===== src/rtl/mbs_ram.sv =====
// generic single write port ram with registered read
module mbs_ram #(
  parameter int unsigned WIDTH = 8,
  parameter int unsigned DEPTH = 256
) (
  input  logic                                   clk_i,
  input  logic                                   we_i,
  input  logic [((DEPTH > 1) ? $clog2(DEPTH) : 1)-1:0] waddr_i,
  input  logic [WIDTH-1:0]                       wdata_i,
  input  logic                                   re_i,
  input  logic [((DEPTH > 1) ? $clog2(DEPTH) : 1)-1:0] raddr_i,
  output logic [WIDTH-1:0]                       rdata_o
);

  logic [WIDTH-1:0] mem [DEPTH];

  always_ff @(posedge clk_i) begin
    if (we_i) begin
      mem[waddr_i] <= wdata_i;
    end
    if (re_i) begin
      rdata_o <= mem[raddr_i];
    end
  end

endmodule


===== config.mk =====
export PLATFORM = sky130hd
export DESIGN_NAME = mbs_ram
export DESIGN_NICKNAME = d
export VERILOG_FILES = /design/src/rtl/mbs_ram.sv
export SDC_FILE = /design/constraint.sdc
export NUM_CORES = 2
export LEC_CHECK = 0
export BUFFER_PORTS_ARGS = -buffer_cell sky130_fd_sc_hd__buf_2
export CAP_MARGIN = 25
export CELL_PAD_IN_SITES_DETAIL_PLACEMENT = 2
export CELL_PAD_IN_SITES_GLOBAL_PLACEMENT = 2
export CORE_ASPECT_RATIO = 1.4
export CORE_MARGIN = 5
export CORE_UTILIZATION = 46
export DETAILED_ROUTE_END_ITERATION = 6
export PLACE_DENSITY = 0.79
export SYNTH_ARGS = -nofsm -noshare
export SYNTH_HDL_FRONTEND = slang
export SYNTH_SLANG_ARGS = --single-unit

===== constraint.sdc =====
create_clock -name clk_i -period 2.2 [get_ports clk_i]
set_input_delay 0.22 -clock clk_i [delete_from_list [all_inputs] [get_ports clk_i]]
set_output_delay 0.22 -clock clk_i [all_outputs]
set_load 0.02 [all_outputs]

==> flow_summary_export.csv, run 1 <==
group,metric,value,unit
outcome,outcome,"stopped before the end",
floorplanning,die_w,362,microns
placement,portBuffers,34,
logic_synthesis,synthTopCellsByCount,"edfxtp_1, mux4_2, nor2_1, mux2i_1, a22oi_1",
logic_synthesis,yosys.area.top_type,"edfxtp_1",
logic_synthesis,yosysMostFrequentCell,"edfxtp_1",
logic_synthesis,synth_top_family_by_area,"multiplexers",
logic_synthesis,ys_types,54,
placement,dpl.hpwl,206000,microns
logic_synthesis,synth_area_leaders,"edfxtp_1, mux4_2, mux2i_1, nor2_1, a22oi_1",
logic_synthesis,yosysTopAreaCellShare,77.5,%
logic_synthesis,yosysSeqAreaShare,77.5,%
floorplanning,rows,180,
logic_synthesis,syn_avg_cell_area,21.3,sq um
floorplanning,start_util,46.3,%
logic_synthesis,synth_compound_area_share,3.42,%
floorplanning,die_h,502,microns
logic_synthesis,synth-async-reset-ratio,0,%
logic_synthesis,synth_warnings,0,
placement,place_congestion,0.877,
outcome,tool.error,"[ERROR DPL-0033] detailed placement checks failed during check placement.",
logic_synthesis,synthMuxAreaShare,14.6,%
floorplanning,pin_count,35,
logic_synthesis,yosys.area_share.adder,0,%
logic_synthesis,ys.flop_type,"edfxtp_1",
logic_synthesis,synth_edf_count,2056,
logic_synthesis,synth_xor_area_share,0,%
logic_synthesis,syn_area,79600,sq um
logic_synthesis,yosys.area_share.simple,2.63,%
outcome,haltStage,"detailed placement",
logic_synthesis,ys_ff_latch,2056,
logic_synthesis,synth_cells,3733,
logic_synthesis,syn-num-nets,3760,
## cell families after synthesis
group,Yosys count
simple gates,466
mux,591
buf+inv,235
flops,2056
compound gates,385
## through the flow
step / instance area, sq um / cells
2_1_floorplan: 79700 / 3733
3_3_place_gp: 88000 / 6557
==> run 2: changes to the inputs <==
CELL_PAD_IN_SITES_DETAIL_PLACEMENT = unset   (was 2)
CELL_PAD_IN_SITES_GLOBAL_PLACEMENT = unset   (was 2)
CORE_ASPECT_RATIO = unset   (was 1.4)
CORE_UTILIZATION = 40   (was 46)
PLACE_DENSITY = unset   (was 0.79)
PLACE_DENSITY_LB_ADDON = 0.15   (was unset)
clock period = 2.86 ns   (was 2.2 ns; I/O delays follow)
==> flow_summary_export.csv, run 2 <==
group,metric,value,unit
cells_and_area,final_common_cell,"edfxtp_1",
detailed_routing,vias_per_cell,5.59,
floorplanning,die_w,456,microns
placement,place_ws,-0.636,ns
floorplanning,pin_count,35,
logic_synthesis,synth_edf_count,2056,
sta,slew-limit-headroom,36.5,%
cells_and_area,area_growth,18.4,%
floorplanning,rows,163,
power,power.density,668,nW/um^2
power,p_leak,30.3,nW
clock_network,post_cts_buffers,0,
logic_synthesis,yosysSeqAreaShare,77.5,%
clock_network,clk_path_buf_depth,3,
setup_path,cp-startpoint,"mem[128][1]",
setup_path,cp-start-kind,"flip-flop",
power,power.total,0.0630,W
setup_path,r2r_start,"mem[128][1]",
clock_network,clockRootBuffer,"clkbuf_16",
cells_and_area,layout_common_cells,"edfxtp_1, buf_4, mux4_2",
placement,place_congestion,0.798,
setup_path,cp.arrival,3.26,ns
logic_synthesis,ys_types,54,
logic_synthesis,yosys.area.top_type,"edfxtp_1",
setup_path,cp_max_fo,1,
grt,grt_pass1_wl,311000,microns
clock_network,tritoncts,"done",
sta,finClkSkew,0.0255,ns
sta,maxSlewViolCount,0,
grt,grt_max_degree,97,
detailed_routing,wl_met2,106000,microns
detailed_routing,post-route-drc-count,0,
detailed_routing,wl_met3,11300,microns
sta,period_minus_slack,2.72,ns
detailed_routing,wl_met1,94800,microns
logic_synthesis,synth_area_leaders,"edfxtp_1, mux4_2, mux2i_1, nor2_1, a22oi_1",
power,ir_worst_vdd,0.554,mV
min_path,holdPathStages,3,
logic_synthesis,yosysTopAreaCellShare,77.5,%
sta,setup_tns,0,ns
grt,grt-ovfl-total,0,
cells_and_area,top_register,"mem",
floorplanning,start_util,40.3,%
cells_and_area,multi_input_area,16500,sq um
grt,grt_usage,20.6,%
logic_synthesis,syn_area,79600,sq um
setup_path,reg2reg_depth,6,
clock_network,clk_latency,0.84,ns
cells_and_area,final_layout_size_suffix_gt1_share,31.6,%
logic_synthesis,ys.flop_type,"edfxtp_1",
sta,worstMarginPinSlew,0.945,ns
detailed_routing,via_count,40298,
clock_network,htree_num_levels,4,
logic_synthesis,synth_cells,3733,
logic_synthesis,synthTopCellsByCount,"edfxtp_1, mux4_2, nor2_1, mux2i_1, a22oi_1",
detailed_routing,drtPass1Iterations,6,
flow_run,maxCapViolCount,0,
sta,finalHoldViolCount,0,
placement,dpl.hpwl,141000,microns
cells_and_area,largest_register_ffs,2048,
sta,fin_ws,0.143,ns
floorplanning,die_h,456,microns
sta,finalCritPeriodShare,95.0,%
logic_synthesis,synth_warnings,0,
setup_path,critical_path_class,"flip-flop to flip-flop",
placement,portBuffers,34,
min_path,worstHoldStart,"waddr_i[4]",
grt,grt_pass1_vias,41113,
sta,rsz0062_at_grt,"no",
logic_synthesis,synth-async-reset-ratio,0,%
detailed_routing,drt-initial-drc-count,3990,
outcome,outcome,"completed",
logic_synthesis,yosysMostFrequentCell,"edfxtp_1",
detailed_routing,wire_per_inst,30.0,microns
cells_and_area,regArea,61700,sq um
cells_and_area,nFillCells,16320,
sta,clock.fmax,368,MHz
cells_and_area,reg_top3,"mem (2048), rdata_o (8)",
clock_network,cts.sinks,2056,
detailed_routing,ant_nets,0,
min_path,hold_path_class,"input pin to flip-flop",
detailed_routing,maxUsedRoutingLayer,"met5",
detailed_routing,wl,216000,microns
logic_synthesis,syn_avg_cell_area,21.3,sq um
clock_network,cts_buffers,208,
grt,antenna_found_initial,15,
floorplanning,fp.coreArea,198000,sq um
logic_synthesis,ys_ff_latch,2056,
setup_path,end_kind,"flip-flop",
setup_path,crit_required,3.40,ns
cells_and_area,finalNetCount,4432,
sta,setup_violations,0,
clock_network,clk_pin_slew,0.06,ns
floorplanning,dieArea,208000,sq um
logic_synthesis,syn-num-nets,3760,
[run 2: cell counts after synthesis]
No cell type changed its count.
[run 2: layout make-up]
| type | count | share of cell area (%) |
|---|---|---|
| Sequential cell | 2056 | 65.5 |
| Multi-Input combinational cell | 1442 | 17.5 |
| Timing Repair Buffer | 695 | 6.58 |
| Clock buffer | 259 | 5.77 |
| Tap cell | 2640 | 3.50 |
| Clock inverter | 116 | 1.10 |
| Inverter | 2 | 0.00796 |
| Antenna cell | 1 | 0.00265 |
[run 2: worst paths after layout]
kind            endpoint  slack (ns)
max           rdata_o[1]        0.14
min          mem[254][7]         0.1
max reg2reg   rdata_o[1]        0.14
min reg2reg   rdata_o[5]        1.19
[run 2: report_power, final]
group          total, W  switching (W)  internal, W
clock            0.0262         0.0115       0.0147
combinational   0.00352        0.00215      0.00137
sequential       0.0333      0.0000454       0.0332
total            0.0630         0.0137       0.0493
[run 2: layer usage]
metal	GRT usage [%]	vias to the layer above
met5	0	-
met4	4.40	2
met3	2.78	269
met2	33.6	1267
met1	29.8	21695
li1	-	17065
[run 2: timing repair]
action,4_1_cts,5_1_grt
hold buffers,9,0
cloned,0,0
hold endpoints to repair,398,0
resized for setup,2,1
pin swaps,0,0
endpoints found under the setup margin,2,1
[run 2: cell families after synthesis]
kind of cell | count (synthesis) | share of synthesized area [%]
and+or+nand+nor | 466 | 2.63
buffers and inverters | 235 | 1.83
AOI/OAI and AO/OA | 385 | 3.42
muxes | 591 | 14.6
DFF | 2056 | 77.5
[run 2: critical path, stage by stage (launching register included)]
cell	delay, ns
edfxtp_1	0.36
mux4_1	0.56
mux4_2	0.48
nor2_1	0.11
a2111oi_1	0.06
nor3_1	0.74
nor4_1	0.12
[run 2: metrics by stage]
step,instances,instance area (sq um),utilization (%),hold WS [ns]
after floorplan,3733,79600,-,0.385
after global placement,6826,87700,44.4,0.770
after detailed placement,6826,87700,44.4,0.773
after CTS,7210,94300,47.7,0.0315
after global routing,7210,94300,47.7,0.100
final,7211,94300,47.7,0.0978
Note: power is estimated with default switching activity, not from simulation.
