[src/rtl/mbs_pkg.sv]
// shared types and constants of the mean background subtractor
package mbs_pkg;

  localparam int unsigned PIX_W = 8;
  localparam int unsigned SUM_W = 16;
  localparam int unsigned IDX_W = 16;
  localparam int unsigned CMD_W = 3;
  localparam int unsigned CNT_W = 8;
  localparam int unsigned NCH   = 3;

  localparam logic [10:0] WEIGHT_B   = 11'd1868;
  localparam logic [13:0] WEIGHT_G   = 14'd9617;
  localparam logic [12:0] WEIGHT_R   = 13'd4899;
  localparam int unsigned GRAY_SHIFT = 14;
  localparam logic [22:0] GRAY_HALF  = 23'd8192;

  typedef enum logic [CMD_W-1:0] {
    CMD_START = 3'd0,
    CMD_ACC   = 3'd1,
    CMD_FIN   = 3'd2,
    CMD_MIN   = 3'd3,
    CMD_SUB   = 3'd4,
    CMD_TSUB  = 3'd5
  } cmd_e;

  typedef enum logic [1:0] {
    S_IDLE,
    S_EXEC,
    S_DIV,
    S_GRAY
  } state_e;

  typedef logic [NCH-1:0][SUM_W-1:0] sums_t;
  typedef logic [NCH-1:0][PIX_W-1:0] pix3_t;

endpackage

[src/rtl/mbs_gray.sv]
// two stage bt.601 weighted gray conversion
module mbs_gray (
  input  logic                        clk_i,
  input  logic                        rst_ni,
  input  logic                        valid_i,
  input  mbs_pkg::pix3_t              mean_i,
  output logic                        valid_o,
  output logic [mbs_pkg::PIX_W-1:0]   gray_o
);

  logic        v1_q;
  logic        v2_q;
  logic [18:0] pb_q;
  logic [21:0] pg_q;
  logic [20:0] pr_q;
  logic [22:0] acc;
  logic [8:0]  y;
  logic [mbs_pkg::PIX_W-1:0] gray_q;

  assign acc = 23'(pb_q) + 23'(pg_q) + 23'(pr_q) + mbs_pkg::GRAY_HALF;
  assign y   = acc[mbs_pkg::GRAY_SHIFT+8:mbs_pkg::GRAY_SHIFT];

  always_ff @(posedge clk_i or negedge rst_ni) begin
    if (!rst_ni) begin
      v1_q <= 1'b0;
      v2_q <= 1'b0;
    end else begin
      v1_q <= valid_i;
      v2_q <= v1_q;
    end
  end

  always_ff @(posedge clk_i) begin
    if (valid_i) begin
      pb_q <= 19'(mean_i[0]) * 19'(mbs_pkg::WEIGHT_B);
      pg_q <= 22'(mean_i[1]) * 22'(mbs_pkg::WEIGHT_G);
      pr_q <= 21'(mean_i[2]) * 21'(mbs_pkg::WEIGHT_R);
    end
    if (v1_q) begin
      gray_q <= y[8] ? 8'hff : y[7:0];
    end
  end

  assign valid_o = v2_q;
  assign gray_o  = gray_q;

endmodule

[config.mk]
export PLATFORM = sky130hd
export DESIGN_NAME = mbs_gray
export DESIGN_NICKNAME = d
export VERILOG_FILES = /design/src/rtl/mbs_pkg.sv /design/src/rtl/mbs_gray.sv
export SDC_FILE = /design/constraint.sdc
export NUM_CORES = 1
export LEC_CHECK = 0
export BUFFER_PORTS_ARGS = -buffer_cell sky130_fd_sc_hd__buf_4
export CORE_UTILIZATION = 35
export DETAILED_ROUTE_END_ITERATION = 10
export PLACE_DENSITY = 0.49
export SETUP_SLACK_MARGIN = 0.15
export SLEW_MARGIN = 20
export SYNTH_ARGS = -nofsm -noshare
export SYNTH_HDL_FRONTEND = slang
export SYNTH_SLANG_ARGS = --single-unit
export TNS_END_PERCENT = 50
[constraint.sdc]
create_clock -name clk_i -period 6.4 [get_ports clk_i]
set_clock_uncertainty 0.1 [all_clocks]
set_input_delay 0.64 -clock clk_i [delete_from_list [all_inputs] [get_ports clk_i]]
set_output_delay 0.64 -clock clk_i [all_outputs]
set_load 0.005 [all_outputs]
* Word-level counts from Yosys, hierarchy flattened
Index checks and enable logic that the tools add are counted.
** Word-level totals
- Flip-flop bits (word level) :: 70
- Input bits :: 27
- Output and inout bits :: 9
** Operators by class
- Add/subtract/negate cells :: 3
- Multipliers :: 3
** Operator list (count)
- $add A19 B22 Y23 :: 1
- $add A23 B14 Y23 const B :: 1
- $add A23 B21 Y23 :: 1
- $mul A8 B14 Y22 const B :: 1
- $mul A8 B13 Y21 const B :: 1
- $mul A8 B9 Y17 const B :: 1

* Logic depth before layout (Yosys ltp)
- Word-level depth :: 3
- Depth in mapped cells :: 15
- Depth with buffers taken out :: 15

* Least setup slack after synthesis
OpenSTA, ideal clock, no wires.
- Kind :: input -> register
- Start :: input mean_i[2] (netlist name)
- End :: register pb_q[18] (data pin)
- Arrival time :: 3.846 ns
- Setup slack :: 2.195 ns
- Cell stages on the path :: 14
- Path buffers :: 0
- Path through :: inv_1 -> fa_1 -> inv_1 -> ha_1 -> fa_1 -> inv_1 -> fa_1 -> inv_1 -> ha_1 -> a21oi_1 -> o21ai_0 -> a211oi_1 -> a21oi_1 -> xnor2_1
** Between the ends
- Word-level cells in the longest chain between the ends :: 1
** RTL lines
- from (decl) :: RTL line mbs_gray.sv:6 : input mbs_pkg::pix3_t mean_i,
- $mul A8 B9 Y17 :: RTL line mbs_gray.sv:35 : pb_q <= 19'(mean_i[0]) * 19'(mbs_pkg::WEIGHT_B);
- to (signal assigned) :: RTL line mbs_gray.sv:35
- to (decl) :: RTL line mbs_gray.sv:13 : logic [18:0] pb_q;
No other way between the ends.
A chain may end at the register's enable or synchronous reset.

* Worst setup path after layout
Ends and elaborated chain as after synthesis.

==> summary.md <==
| Metric | Value |
|---|---|
| Status | complete, no violations |
| Mapped Avg Cell Area | 11.01 sq um |
| Clk_lat worst skew | between 0.3 and 0.4 ns |
| DR iter-0 viols | ~180 |
| Tmin final | 4.220 ns |
| Endpoints failing hold | 0 |
| First-pass GRT wire length | approximately 26000 um |
| Worst r2r path cells | 12 |
| Top-Level Pins | 36 |
| Pwr Total | between 4 and 5 mW |
| Pin count of the biggest net entering global routing | 62 |
| Post-Syn Area | 7797 sq um |
| Via density | roughly 5 |
| Asr flop ratio synth | 0.02857 |
| Starting density of the core | 0.3573 |
| Seq cells post-synth | 70 |
| Die height | 151.3 um |
| Multi-input logic area | 5218 sq um |
| Post-route DRC | 0 |
| Fill count | about 2100 |
| Seq. cell area | about 2100 sq um |
| Tightest Pin Transition | 0.7853 ns |
| CP Max Fanout | 5 |
| Min-Delay Path Depth | 1 |
| Total power divided by cell area | 500.5 nW/um^2 |
| Pins Over Slew Limit | 0 |
| Area Growth Syn to Fin | 11.76% |
| FF-to-FF Start | pb_q[4] |
| HPWL after DPL | 12880 um |
| Ys flop type | edfxtp_1 |
| Post-synth EDFFs | 68 |
| Crit Path Class | input port to flop |
| Nets | 1027 |
| CP Launch Point | mean_i[2] |
| Hold EP | pb_q[2] |
| Post-Syn Nets | 983 |
| Yosys cell types | 50 |
| Reg clk slew, reported paths | roughly 0.060 ns |
| DP Worst Slack | 1.813 ns |
| Fmax | 236.9 MHz |
| Setup_tns | 0 ns |
| Core area | about 22000 sq um |
| Hold Path Class | input port to flop |
| Final core occ | 0.3993 |
| Die X | 151.3 um |
| Worst R2R Setup Slack | 2.84 ns |
| Register area share after synthesis | 0.2683 |
| Critical path arrival | ~4.2 ns |
| Worst Setup Start Kind | input port |
| Routability Congestion | between 0.8 and 0.9 |
| Final Worst Setup Slack | 2.180 ns |
| RSZ-0062 raised after global routing | false |
| Slew HR | 0.4764 |
| Routed length per instance | 14.47 um |
| Worst VDD drop | between 200 and 300 uV |
| Via count | 5112 |
| Total CTS buffers | 9 |
| Final wirelength | 15000 um |
| Inst Count DP | between 1000 and 1500 |
| IO buf count | 35 |
| Maximum root-to-sink buffer count | 2 |
| CTS Root Buffer Type | clkbuf_16 |
| CP Capture Type | flop |
| Post-CTS Setup Bufs | 0 |
| Share of post-route cells with drive strength above 1 | 0.07540 |
| Worst reg2reg endpoint | gray_o[5] |
| # Max-Cap Violations | 0 |
| Final Setup Violations | 0 |
| H-tree depth | 3 |
| Cells after Synth | 708 |
| TritonCTS clock tree | yes |
| Std cell rows | 54 |
| Hold_sp | mean_i[0] |
| Synth warnings | 0 |
| Gr ovfl total | 0 |
| Die area | 22880 sq um |
| Clock sink count | 70 |
| LEAKAGE | 4.310 nW |
| Number of global-route vias before repair | 5362 |
| Post-Layout Cell Count | 1036 |
| Global-route usage over all layers | 0.1462 |
| Cts repair resizes | 0 |
| Ant. Diodes | 0 |
| Initial antenna violation count | 0 |
| CP required | between 6 and 7 ns |
| Final Cycle Share | 0.6594 |
| 1st-pass router iterations | 4 |
| Detail Route Antenna Nets | 0 |
-- cell families (layout without fill, tap and decap cells) --
group / Yosys count / count (layout) / synth area share
buffers and inverters: 130 / 178 / 0.06258
xor gates and xnor gates: 45 / 45 / 0.05055
adders and majority gates: 248 / 248 / 0.4567
AOI/OAI and AO/OA: 119 / 119 / 0.1017
and+or+nand+nor: 96 / 96 / 0.06017
DFF: 70 / 70 / 0.2683
-- registers in the layout, indices dropped and copies added (netlist names) --
name     flops
valid_o      1
v1_q         1
pr_q        21
gray_o       8
pb_q        17
pg_q        22
-- power by group --
part / internal [mW] / leakage [nW] / switching [mW]
combinational: 1.28 / 3.48 / 1.67
sequential: 0.812 / 0.689 / 0.0812
clock: 0.338 / 0.146 / 0.181
-- per-layer routing --
layer,GRT usage,wire length [um],share of wire,up-vias
li1,-,-,-,2552
met1,0.1858,7054,0.47,2500
met2,0.2541,7465,0.50,48
met3,0.02440,288,0.019,12
met4,0.03950,188,0.013,0
met5,0,0,0,-
-- Yosys cell counts (3+ instances only) --
| master | count | area [sq um] |
|---|---|---|
| ha_1 | 187 | 2340 |
| inv_1 | 127 | 476.7 |
| edfxtp_1 | 68 | 2042 |
| fa_1 | 61 | 1221 |
| a21oi_1 | 38 | 190.2 |
| nor2_1 | 30 | 112.6 |
| xnor2_1 | 30 | 262.8 |
| o21ai_0 | 22 | 110.1 |
| nand2_1 | 18 | 67.56 |
| a21o_1 | 16 | 120.1 |
| xor2_1 | 15 | 131.4 |
| nand2b_1 | 13 | 81.33 |
| nand3_1 | 8 | 40.04 |
| nand4_1 | 7 | 43.79 |
| o21bai_1 | 7 | 52.55 |
| a31oi_1 | 6 | 37.54 |
| nor3_1 | 5 | 25.02 |
| and3_1 | 4 | 25.02 |
| o21a_1 | 3 | 22.52 |
| or2_2 | 3 | 18.77 |
-- critical path, stage by stage --
cell      delay [ns]
buf_4           0.12
inv_1           0.06
fa_1            0.53
inv_1           0.04
ha_1            0.29
fa_1            0.55
inv_1           0.06
fa_1            0.53
inv_1           0.04
ha_1            0.32
a21oi_1         0.21
o21ai_0         0.17
a211oi_1        0.36
a21oi_1         0.14
xnor2_1         0.14
-- layout make-up --
type,instances,area share
multi-input combinational,508,0.5987
sequential,70,0.2401
clock buffer,11,0.02670
timing repair buffer,36,0.03130
tap,280,0.04020
inverter,127,0.05470
clock inverter,4,0.008327
-- cells in the final DEF (no fill, tap or decap), types with 3 or more instances in the layout --
cell type,instances
a21o_1,16
a21oi_1,38
a31oi_1,6
and3_1,4
buf_4,35
clkbuf_16,9
edfxtp_1,68
fa_1,61
ha_1,187
inv_1,127
nand2_1,18
nand2b_1,13
nand3_1,8
nand4_1,7
nor2_1,30
nor3_1,5
o21a_1,3
o21ai_0,22
o21bai_1,7
or2_2,3
xnor2_1,30
xor2_1,15
-- timing repair --
item                                   4_1_cts  5_1_grt
setup endpoints to repair                    0        0
hold buffers                                 1        0
endpoints found under the hold margin        2        0
-- worst max path at each step --
stage / to / cells after the start
global placement: pb_q[18] / 15
global route: pb_q[18] / 15
floorplan: pb_q[18] / 14
detailed placement: pb_q[18] / 15
finish: pb_q[18] / 15
CTS: pb_q[18] / 15
-- metrics by stage --
stage | instance area (sq um) | hold slack, ns
after detailed placement | 8399 | 0.3246
after global placement | 8399 | 0.3244
final | 8715 | 0.4192
after CTS | 8715 | 0.4034
after floorplan | 7797 | 0.2444
after global routing | 8715 | 0.4083
Note: power is estimated with default switching activity, not from simulation.
