### config.mk
export PLATFORM = sky130hd
export DESIGN_NAME = mbs_div
export DESIGN_NICKNAME = d
export VERILOG_FILES = /design/src/rtl/mbs_pkg.sv /design/src/rtl/mbs_div.sv
export SDC_FILE = /design/constraint.sdc
export NUM_CORES = 1
export LEC_CHECK = 0
export BUFFER_PORTS_ARGS = -buffer_cell sky130_fd_sc_hd__buf_2
export CAP_MARGIN = 15
export CORE_MARGIN = 3
export CORE_UTILIZATION = 40
export DETAILED_ROUTE_END_ITERATION = 7
export GPL_TIMING_DRIVEN = 0
export PLACE_DENSITY = 0.71
export RECOVER_POWER = 25
export SYNTH_ARGS = -nofsm -noshare
export SYNTH_HDL_FRONTEND = slang
export SYNTH_SLANG_ARGS = --single-unit
export TNS_END_PERCENT = 30
### constraint.sdc
create_clock -name clk_i -period 4.3 [get_ports clk_i]
set_input_delay 0.43 -clock clk_i [delete_from_list [all_inputs] [get_ports clk_i]]
set_output_delay 0.43 -clock clk_i [all_outputs]
set_load 0.02 [all_outputs]
### src/rtl/mbs_pkg.sv
// shared types and constants of the mean background subtractor
package mbs_pkg;

  localparam int unsigned PIX_W = 8;
  localparam int unsigned SUM_W = 16;
  localparam int unsigned IDX_W = 16;
  localparam int unsigned CMD_W = 3;
  localparam int unsigned CNT_W = 8;
  localparam int unsigned NCH   = 3;

  localparam logic [10:0] WEIGHT_B   = 11'd1868;
  localparam logic [13:0] WEIGHT_G   = 14'd9617;
  localparam logic [12:0] WEIGHT_R   = 13'd4899;
  localparam int unsigned GRAY_SHIFT = 14;
  localparam logic [22:0] GRAY_HALF  = 23'd8192;

  typedef enum logic [CMD_W-1:0] {
    CMD_START = 3'd0,
    CMD_ACC   = 3'd1,
    CMD_FIN   = 3'd2,
    CMD_MIN   = 3'd3,
    CMD_SUB   = 3'd4,
    CMD_TSUB  = 3'd5
  } cmd_e;

  typedef enum logic [1:0] {
    S_IDLE,
    S_EXEC,
    S_DIV,
    S_GRAY
  } state_e;

  typedef logic [NCH-1:0][SUM_W-1:0] sums_t;
  typedef logic [NCH-1:0][PIX_W-1:0] pix3_t;

endpackage

### src/rtl/mbs_div.sv
// three lane restoring divider with round half to even and 8 bit saturation
module mbs_div (
  input  logic                         clk_i,
  input  logic                         rst_ni,
  input  logic                         start_i,
  input  mbs_pkg::sums_t               sum_i,
  input  logic [mbs_pkg::CNT_W-1:0]    count_i,
  output logic                         done_o,
  output mbs_pkg::pix3_t               mean_o
);

  logic                                busy_q;
  logic                                fin_q;
  logic                                done_q;
  logic [3:0]                          cnt_q;
  logic [mbs_pkg::CNT_W-1:0]           div_q;
  mbs_pkg::sums_t                      quo_q;
  mbs_pkg::sums_t                      quo_d;
  logic [mbs_pkg::NCH-1:0][mbs_pkg::CNT_W-1:0] rem_q;
  logic [mbs_pkg::NCH-1:0][mbs_pkg::CNT_W-1:0] rem_d;
  mbs_pkg::pix3_t                      mean_d;
  mbs_pkg::pix3_t                      mean_q;

  // one quotient bit per lane per cycle
  always_comb begin
    logic [mbs_pkg::CNT_W:0]   rem_sh;
    logic [mbs_pkg::CNT_W+1:0] rem2;
    logic [mbs_pkg::SUM_W:0]   q_rnd;
    logic                      up;
    for (int c = 0; c < mbs_pkg::NCH; c++) begin
      rem_sh = {rem_q[c], quo_q[c][mbs_pkg::SUM_W-1]};
      if (rem_sh >= {1'b0, div_q}) begin
        rem_d[c] = mbs_pkg::CNT_W'(rem_sh - {1'b0, div_q});
        quo_d[c] = {quo_q[c][mbs_pkg::SUM_W-2:0], 1'b1};
      end else begin
        rem_d[c] = rem_sh[mbs_pkg::CNT_W-1:0];
        quo_d[c] = {quo_q[c][mbs_pkg::SUM_W-2:0], 1'b0};
      end
      rem2  = {1'b0, rem_q[c], 1'b0};
      up    = (rem2 > {2'b00, div_q}) ||
              ((rem2 == {2'b00, div_q}) && quo_q[c][0]);
      q_rnd = {1'b0, quo_q[c]} + {{mbs_pkg::SUM_W{1'b0}}, up};
      mean_d[c] = (q_rnd > (mbs_pkg::SUM_W+1)'(255)) ? 8'hff : q_rnd[mbs_pkg::PIX_W-1:0];
    end
  end

  always_ff @(posedge clk_i or negedge rst_ni) begin
    if (!rst_ni) begin
      busy_q <= 1'b0;
      fin_q  <= 1'b0;
      done_q <= 1'b0;
      cnt_q  <= '0;
    end else begin
      done_q <= fin_q;
      fin_q  <= busy_q && (cnt_q == 4'd0);
      if (start_i) begin
        busy_q <= 1'b1;
        cnt_q  <= 4'd15;
      end else if (busy_q) begin
        cnt_q <= cnt_q - 4'd1;
        if (cnt_q == 4'd0) begin
          busy_q <= 1'b0;
        end
      end
    end
  end

  always_ff @(posedge clk_i) begin
    if (start_i) begin
      quo_q <= sum_i;
      rem_q <= '0;
      div_q <= (count_i > 8'd1) ? count_i : 8'd1;
    end else if (busy_q) begin
      quo_q <= quo_d;
      rem_q <= rem_d;
    end
    if (fin_q) begin
      mean_q <= mean_d;
    end
  end

  assign done_o = done_q;
  assign mean_o = mean_q;

endmodule

======== Word-level counts from Yosys, hierarchy flattened ========
Cells that the tools add are included.
operators by class
  muxes and demuxes ....................... 13
  order comparisons ....................... 10
  equality and inequality tests ........... 3
  reduce and logical (&&, ||, !) cells .... 9
  $add $sub $neg .......................... 7
operators by type and width
  kind                 count
  $mux 48              2
  $add 16x1->17        3
  $gt 17x8->1 const B  3
  $eq 9x8->1           3
  $ge 9x8->1           3
  $gt 9x8->1           3
  $mux 8               3
  $sub 8x8->8          3
  $gt 8x1->1 const B   1
  $mux 4               2
  $mux 1               6
  $logic_and 1x1->1    4
  $logic_not 4->1      1
  $sub 4x1->4 const B  1
  $logic_or 1x1->1     3
  $reduce_bool 2->1    1
storage, ports and cells
  output and inout bits ................... 25
  register bits ........................... 111
  word-level logic and storage cells ...... 56
  input port bits ......................... 59

======== Longest topological paths before layout ========
Gate-level depths: netlist of the first run.
  depth after elaboration ................. 5
  mapped depth ............................ 13
  mapped depth without buffers ............ 13

======== Worst setup path after synthesis of the first run ========
OpenSTA, ideal clock, no wires.
  path kind ............................... register -> register
  start ................................... reg div_q[6] in the netlist's numbering
  end ..................................... reg mean_q (netlist bit mean_o[21]) (data pin)
  buffers on the path ..................... 1
  setup time .............................. 0.284 ns
  setup slack ............................. 1.149 ns
  stages on the path, launching flop included .. 14
  clock period less this slack ............ 3.151 ns
  required time ........................... 4.016 ns
  arrival time ............................ 2.867 ns
  cell sequence ........................... edfxtp_1 > inv_1 > ha_1 > buf_2 > a21o_1 > a211oi_2 > a32oi_1 > ha_1 > ha_1 > nand2_1 > nor3_1 > nand3b_1 > a221oi_4 > o211ai_1
between the ends
  word-level cells in the longest chain between the ends .. 5
  elaborated cells on any way between the ends .. 6
  classes of those cells .................. add/sub: 1; order compare: 2; eq/ne: 1; reduce/logical: 2
RTL lines
  item                                                line           RTL
  start, declared                                     mbs_div.sv:16  logic [mbs_pkg::CNT_W-1:0] div_q;
  start signal, assigned                              mbs_div.sv:72  div_q <= (count_i > 8'd1) ? count_i : 8'd1;
  branches (longest 2 deep; another with $gt 9x8->1)  -
  $logic_or 1x1->1 *                                  mbs_div.sv:40  up = (rem2 > {2'b00, div_q}) ||
  $add 16x1->17 *                                     mbs_div.sv:42  q_rnd = {1'b0, quo_q[c]} + {{mbs_pkg::SUM_W{1'b0}}, up};
  $gt 17x8->1                                         mbs_div.sv:43  mean_d[c] = (q_rnd > (mbs_pkg::SUM_W+1)'(255)) ? 8'hff : q_rnd[mbs_pkg::PIX_W-1:0];
  end signal, assigned                                mbs_div.sv:78  mean_q <= mean_d;
  end, declared                                       mbs_div.sv:22  mbs_pkg::pix3_t mean_q;
Every way passes the cells marked *.
A chain may end at the register's enable or synchronous reset.

======== Worst setup path in the final report of the first run ========
  start ................................... reg div_q[6] in the netlist's numbering
  end ..................................... reg mean_q (netlist bit mean_o[20]) (data pin)
Same word-level chain as after synthesis.

==> results.toml, run 1 <==
[setup_path]
critical_path_class = "register to register"
cp_cell_sequence = "inv_1, ha_1, buf_2, a21o_1, a211oi_2, a32oi_1, ha_1, ha_1, nand2_1, nor3_1, mux2_2, o21ai_1, nand3_1"
crit_path_max_fanout = 10
cp_slowest_cell = "a211oi_2"
critPathBufInv = 2
crit_family = "compound AO/OA/AOI/OAI gates"
cp.required_ns = 4.38
crit_top_cell = "ha_1"
arrival_ns = 3.92
end_kind = "register"
cp-start-kind = "register"
critPathMaxStageDelay_ns = 0.59

[sta]
drv_slew = 0
period_share = 0.893
fin_ws_ns = 0.460
setup_viol = 0
relSlewSlack = 0.380
fmaxAchievable_mhz = 260
post-route-min-period_ns = 3.84
hold_violations = 0
fin_setup_tns_ns = 0
rsz0062_at_grt = "false"
tightest_slew_ns = 0.930
fin_skew_ns = 0.00980

[status]
status = "finished, final reports clean"

[finish]
fillers = 1509
multi_input_area_mm2 = 0.00348
antenna_cells = 0
area_delta_synth_final_pct = 14.9
seqCellArea_mm2 = 0.00306
num-nets-final = 833
layout.cells.most_common_list = "edfxtp_1 (80), buf_2 (55), nand2_1 (54), clkbuf_1 (54), mux2_2 (43)"
final_common_cell = "edfxtp_1"
drive_gt1_frac = 0.173

[clocking]
cts_buffers = 9
cts_root_buf = "clkbuf_16"
insertion_delay_ns = 0.37
clockBufferDepth = 2
clkTransAtPathRegs_ns = 0.08
cts_max_level = 3
postCtsSetupRepairBufs = 0
tritoncts = "yes"
cts_sinks = 111
cts_resized = 0

[placement]
pre_cts_ws_ns = 0.458
io_buffers = 83
dp_hpwl_um = 11600
gp_congestion = 0.863

[pwr]
total_power_mw = 3.57
power.share.clock = 0.263
power.leakage_nw = 2.99
power_density_mw_per_mm2 = 461
ir_worst_vdd_mv = 0.234
p_seq_frac = 0.410
power.switching_mw = 1.20
power_frac_comb = 0.327
switching_share = 0.337
internal-power_mw = 2.37

[synthesis]
ys_warn_count = 0
synthFlopType = "edfxtp_1"
synth_edf_count = 80
ys_types = 73
syn-mean-instance-area_um2 = 10.5
yosys_register_bits = 111
syn_nets = 737
netlist_area_mm2 = 0.00675
syn_inst = 644
synth.yosys.seq_area_share = 0.453
async_flop_share = 0.0631

[global_route]
overflow = 0
grt_pass1_wl_um = 25700
grt_max_degree = 49
grt_pass1_vias = 5067
antenna_found_initial = 0
grt_use_total = 0.176

[floorplanning]
die-area_mm2 = 0.0185
fp.dieH_um = 136
core-area_mm2 = 0.0162
io-pin-count = 84
chipWidth_um = 136
initial_core_util = 0.417
rows = 46

[drt]
first_iter_violations = 472
drt-total-wl_um = 16000
avgViaCountPerCell = 5.61
wire_per_inst_um = 16.6
routed-via-count = 5390
drc = 0
ant_nets = 0
detail_route.first_pass.iterations = 6

[run]
maxCapViolCount = 0

[min_path]
hp-class = "primary input to register"
## Yosys cell counts (7+ instances only)
cell | instances | area [um2]
a21oi_1 | 21 | 105
a311oi_1 | 15 | 131
and3_1 | 11 | 68.8
clkbuf_1 | 21 | 78.8
dfrtp_1 | 7 | 175
dfxtp_1 | 24 | 480
edfxtp_1 | 80 | 2400
ha_1 | 31 | 388
inv_1 | 24 | 90.1
mux2_2 | 43 | 484
nand2_1 | 54 | 203
nand3_1 | 36 | 180
nand3b_1 | 10 | 75.1
nand4_1 | 19 | 119
nand4b_1 | 9 | 78.8
nor2_1 | 38 | 143
nor2b_1 | 10 | 62.6
nor3_1 | 10 | 50.1
o21a_1 | 7 | 52.6
o21ai_0 | 24 | 120
o21ai_1 | 9 | 45.0
or3_1 | 10 | 62.6
xnor2_1 | 15 | 131
xor2_1 | 8 | 70.1
## worst register-to-register path, stage by stage (launching register included)
cell,delay (ns)
edfxtp_1,0.36
inv_1,0.19
ha_1,0.26
buf_2,0.17
a21o_1,0.21
a211oi_2,0.59
a32oi_1,0.19
ha_1,0.28
ha_1,0.24
nand2_1,0.12
nor3_1,0.09
mux2_2,0.27
o21ai_1,0.42
nand3_1,0.17
## per-stage QoR
step                       util  cells  cell area [um2]  hold slack, ns
after global routing      0.479    961             7750           0.330
after CTS                 0.481    960             7770           0.325
final                     0.479    961             7750           0.329
after floorplan               -    644             6750           0.134
after detailed placement  0.460    943             7430           0.276
after global placement    0.460    943             7430           0.279
## final timing paths
path | start | to | slack (ns) | cells after the start
worst max-delay path | div_q[6] | mean_o[20] | 0.46 | 13
worst min-delay path | count_i[0] | div_q[0] | 0.33 | 2
worst max register to register | div_q[6] | mean_o[20] | 0.46 | 13
worst min register to register | rem_q[12] | rem_q[13] | 0.50 | 2
max in group asynchronous | rst_ni | fin_q | 3.47 | 2
min in group asynchronous | rst_ni | cnt_q[0] | 0.52 | 2
## metal layers
layer  share of wire  vias up  wire, um  GRT usage
met4           0.018        0       295     0.0605
li1                -     2676         -          -
met2            0.45      135      7250      0.279
met1            0.48     2558      7610      0.244
met5               0        -         0          0
met3           0.052       21       832     0.0296
## area by class of cell
type,instances,share of cell area
multi-input cells,480,0.449
flip-flops and latches,111,0.394
repair buffers,85,0.0523
well taps,216,0.0349
clock buffers,11,0.0313
plain buffers,28,0.0142
inverters,25,0.0121
clock inverters,5,0.0115
## power groups by stage
stage / sequential, mW / combinational [mW] / clock, mW
global route: 1.48 / 1.32 / 1.01
floorplan: 1.43 / 0.905 / 0
CTS: 1.46 / 1.16 / 0.963
finish: 1.46 / 1.17 / 0.940
global placement: 1.48 / 1.13 / 0
detailed placement: 1.48 / 1.15 / 0
## registers in the layout, indices dropped and copies added, names as in the netlist
| register | count |
|---|---|
| busy_q | 1 |
| cnt_q | 4 |
| div_q | 8 |
| done_o | 1 |
| fin_q | 1 |
| mean_o | 24 |
| quo_q | 48 |
| rem_q | 24 |
## logic make-up (layout without fill, tap and decap cells)
kind of cell               count (synthesis)  after routing  share of synthesized area
and+or+nand+nor                          244            244                      0.200
DFF                                      111            111                      0.453
muxes                                     46             46                     0.0762
buffers and inverters                     53            154                     0.0302
xor gates and xnor gates                  23             23                     0.0299
adders and majority gates                 34             34                     0.0664
AOI/OAI and AO/OA                        133            133                      0.144
## repair_timing
item / 4_1_cts / 5_1_grt
hold buffers: 1 / 0
setup endpoints to repair: 0 / 0
hold endpoints to repair: 7 / 0
Power figures use the tool's default switching activity.
==> run 2: changes to the inputs <==
Settings changed: CORE_ASPECT_RATIO set to 1.2.
==> results.toml, run 2 (synthesized netlist as in run 1, its figures left out) <==
[clocking]
postCtsSetupRepairBufs = 0
cts_max_level = 3
tritoncts = "yes"
clkTransAtPathRegs_ns = 0.07
cts_buffers = 9
insertion_delay_ns = 0.36
clockBufferDepth = 2
cts_sinks = 111
cts_root_buf = "clkbuf_16"

[pwr]
power_frac_comb = 0.337
ir_worst_vdd_mv = 0.226
total_power_mw = 3.45
power.switching_mw = 1.20
power.share.clock = 0.240
p_seq_frac = 0.423
power.leakage_nw = 2.97
power_density_mw_per_mm2 = 448
internal-power_mw = 2.25
switching_share = 0.349

[placement]
dp_hpwl_um = 11600
io_buffers = 83
gp_congestion = 0.863
placed_cells = 939

[floorplanning]
initial_core_util = 0.411
io-pin-count = 84
fp.dieH_um = 148
die-area_mm2 = 0.0185
chipWidth_um = 125
rows = 51
core-area_mm2 = 0.0164

[finish]
layoutNonFillerInstCount = 957
antenna_cells = 0
area_delta_synth_final_pct = 14.2
top_register = "quo_q"
layout.cells.most_common_list = "edfxtp_1 (80), buf_2 (55), nand2_1 (54), clkbuf_1 (53), mux2_2 (43)"
final_common_cell = "edfxtp_1"
drive_gt1_frac = 0.176
num-nets-final = 833
largest_register_ffs = 48

[sta]
fmaxAchievable_mhz = 261
hold-worst-slack_ns = 0.336
period_share = 0.890
hold_violations = 0
post-route-min-period_ns = 3.83
fin_setup_tns_ns = 0
relSlewSlack = 0.350
tightest_slew_ns = 0.976
drv_slew = 0
fin_skew_ns = 0.00702
rsz0062_at_grt = "false"
setup_viol = 0

[drt]
ant_nets = 0
detail_route.first_pass.iterations = 5
avgViaCountPerCell = 5.69
wire_per_inst_um = 16.6
drt-total-wl_um = 15900
routed-via-count = 5441
drc = 0
first_iter_violations = 318

[setup_path]
critPathBufInv = 2
end_kind = "register"
cp_cell_sequence = "inv_1, ha_1, buf_2, a21o_1, a211oi_2, a32oi_1, ha_1, ha_1, nand2_1, nor3_1, nand3b_1, a221oi_4, nand3_1"
cp_slowest_cell = "a211oi_2"
critPathMaxStageDelay_ns = 0.60
cp.required_ns = 4.39
cp-start-kind = "register"
crit_top_cell = "ha_1"
crit_family = "compound AO/OA/AOI/OAI gates"
r2r-start = "div_q[6]"
critical_path_class = "register to register"
crit_path_start = "div_q[6]"
arrival_ns = 3.91
crit_path_max_fanout = 10

[global_route]
overflow = 0
grt_use_total = 0.172
antenna_found_initial = 0
grt_pass1_vias = 5120
grt_pass1_wl_um = 25800
grt_max_degree = 49

[run]
maxCapViolCount = 0

[status]
status = "finished, final reports clean"

[min_path]
hp-class = "primary input to register"
hold_start = "count_i[0]"
[run 2: per-layer routing]
layer	wire, um	global-route usage
met5	0	0
met4	471	0.0844
met3	801	0.0194
met2	7520	0.279
met1	7090	0.229
[run 2: final timing paths]
check	end	slack [ns]	cells past startpoint
max	mean_o[20]	0.47	13
min	div_q[0]	0.34	2
max reg2reg	mean_o[20]	0.47	13
min reg2reg	rem_q[6]	0.50	2
max in group asynchronous	cnt_q[3]	3.48	2
min in group asynchronous	cnt_q[2]	0.52	2
[run 2: timing repair]
action	in CTS	in global routing
setup endpoints to repair	0	2
hold buffers	1	0
endpoints found under the hold margin	7	0
gates resized for setup	0	1
[run 2: layout make-up]
cell class / count / area (um2)
inverter: 25 / 93.8
multi-input combinational: 480 / 3490
tap: 212 / 265
clock inverter: 6 / 47.5
fill: 1547 / 8690
clock buffer: 10 / 239
timing repair buffer: 85 / 405
buffer: 28 / 110
sequential: 111 / 3060
[run 2: power by group through the flow]
| stage | logic, mW | registers, mW | clock network [mW] |
|---|---|---|---|
| floorplan | 0.905 | 1.43 | 0 |
| global placement | 1.13 | 1.47 | 0 |
| detailed placement | 1.14 | 1.48 | 0 |
| CTS | 1.16 | 1.46 | 0.845 |
| global route | 1.31 | 1.48 | 0.885 |
| finish | 1.17 | 1.46 | 0.828 |
[run 2: through the flow]
step,util,area [um2],worst slack [ns]
floorplan,-,6750,1.15
global placement,0.453,7430,0.410
detailed placement,0.453,7430,0.428
CTS,0.471,7720,0.404
global route,0.470,7710,0.139
finish,0.470,7710,0.474
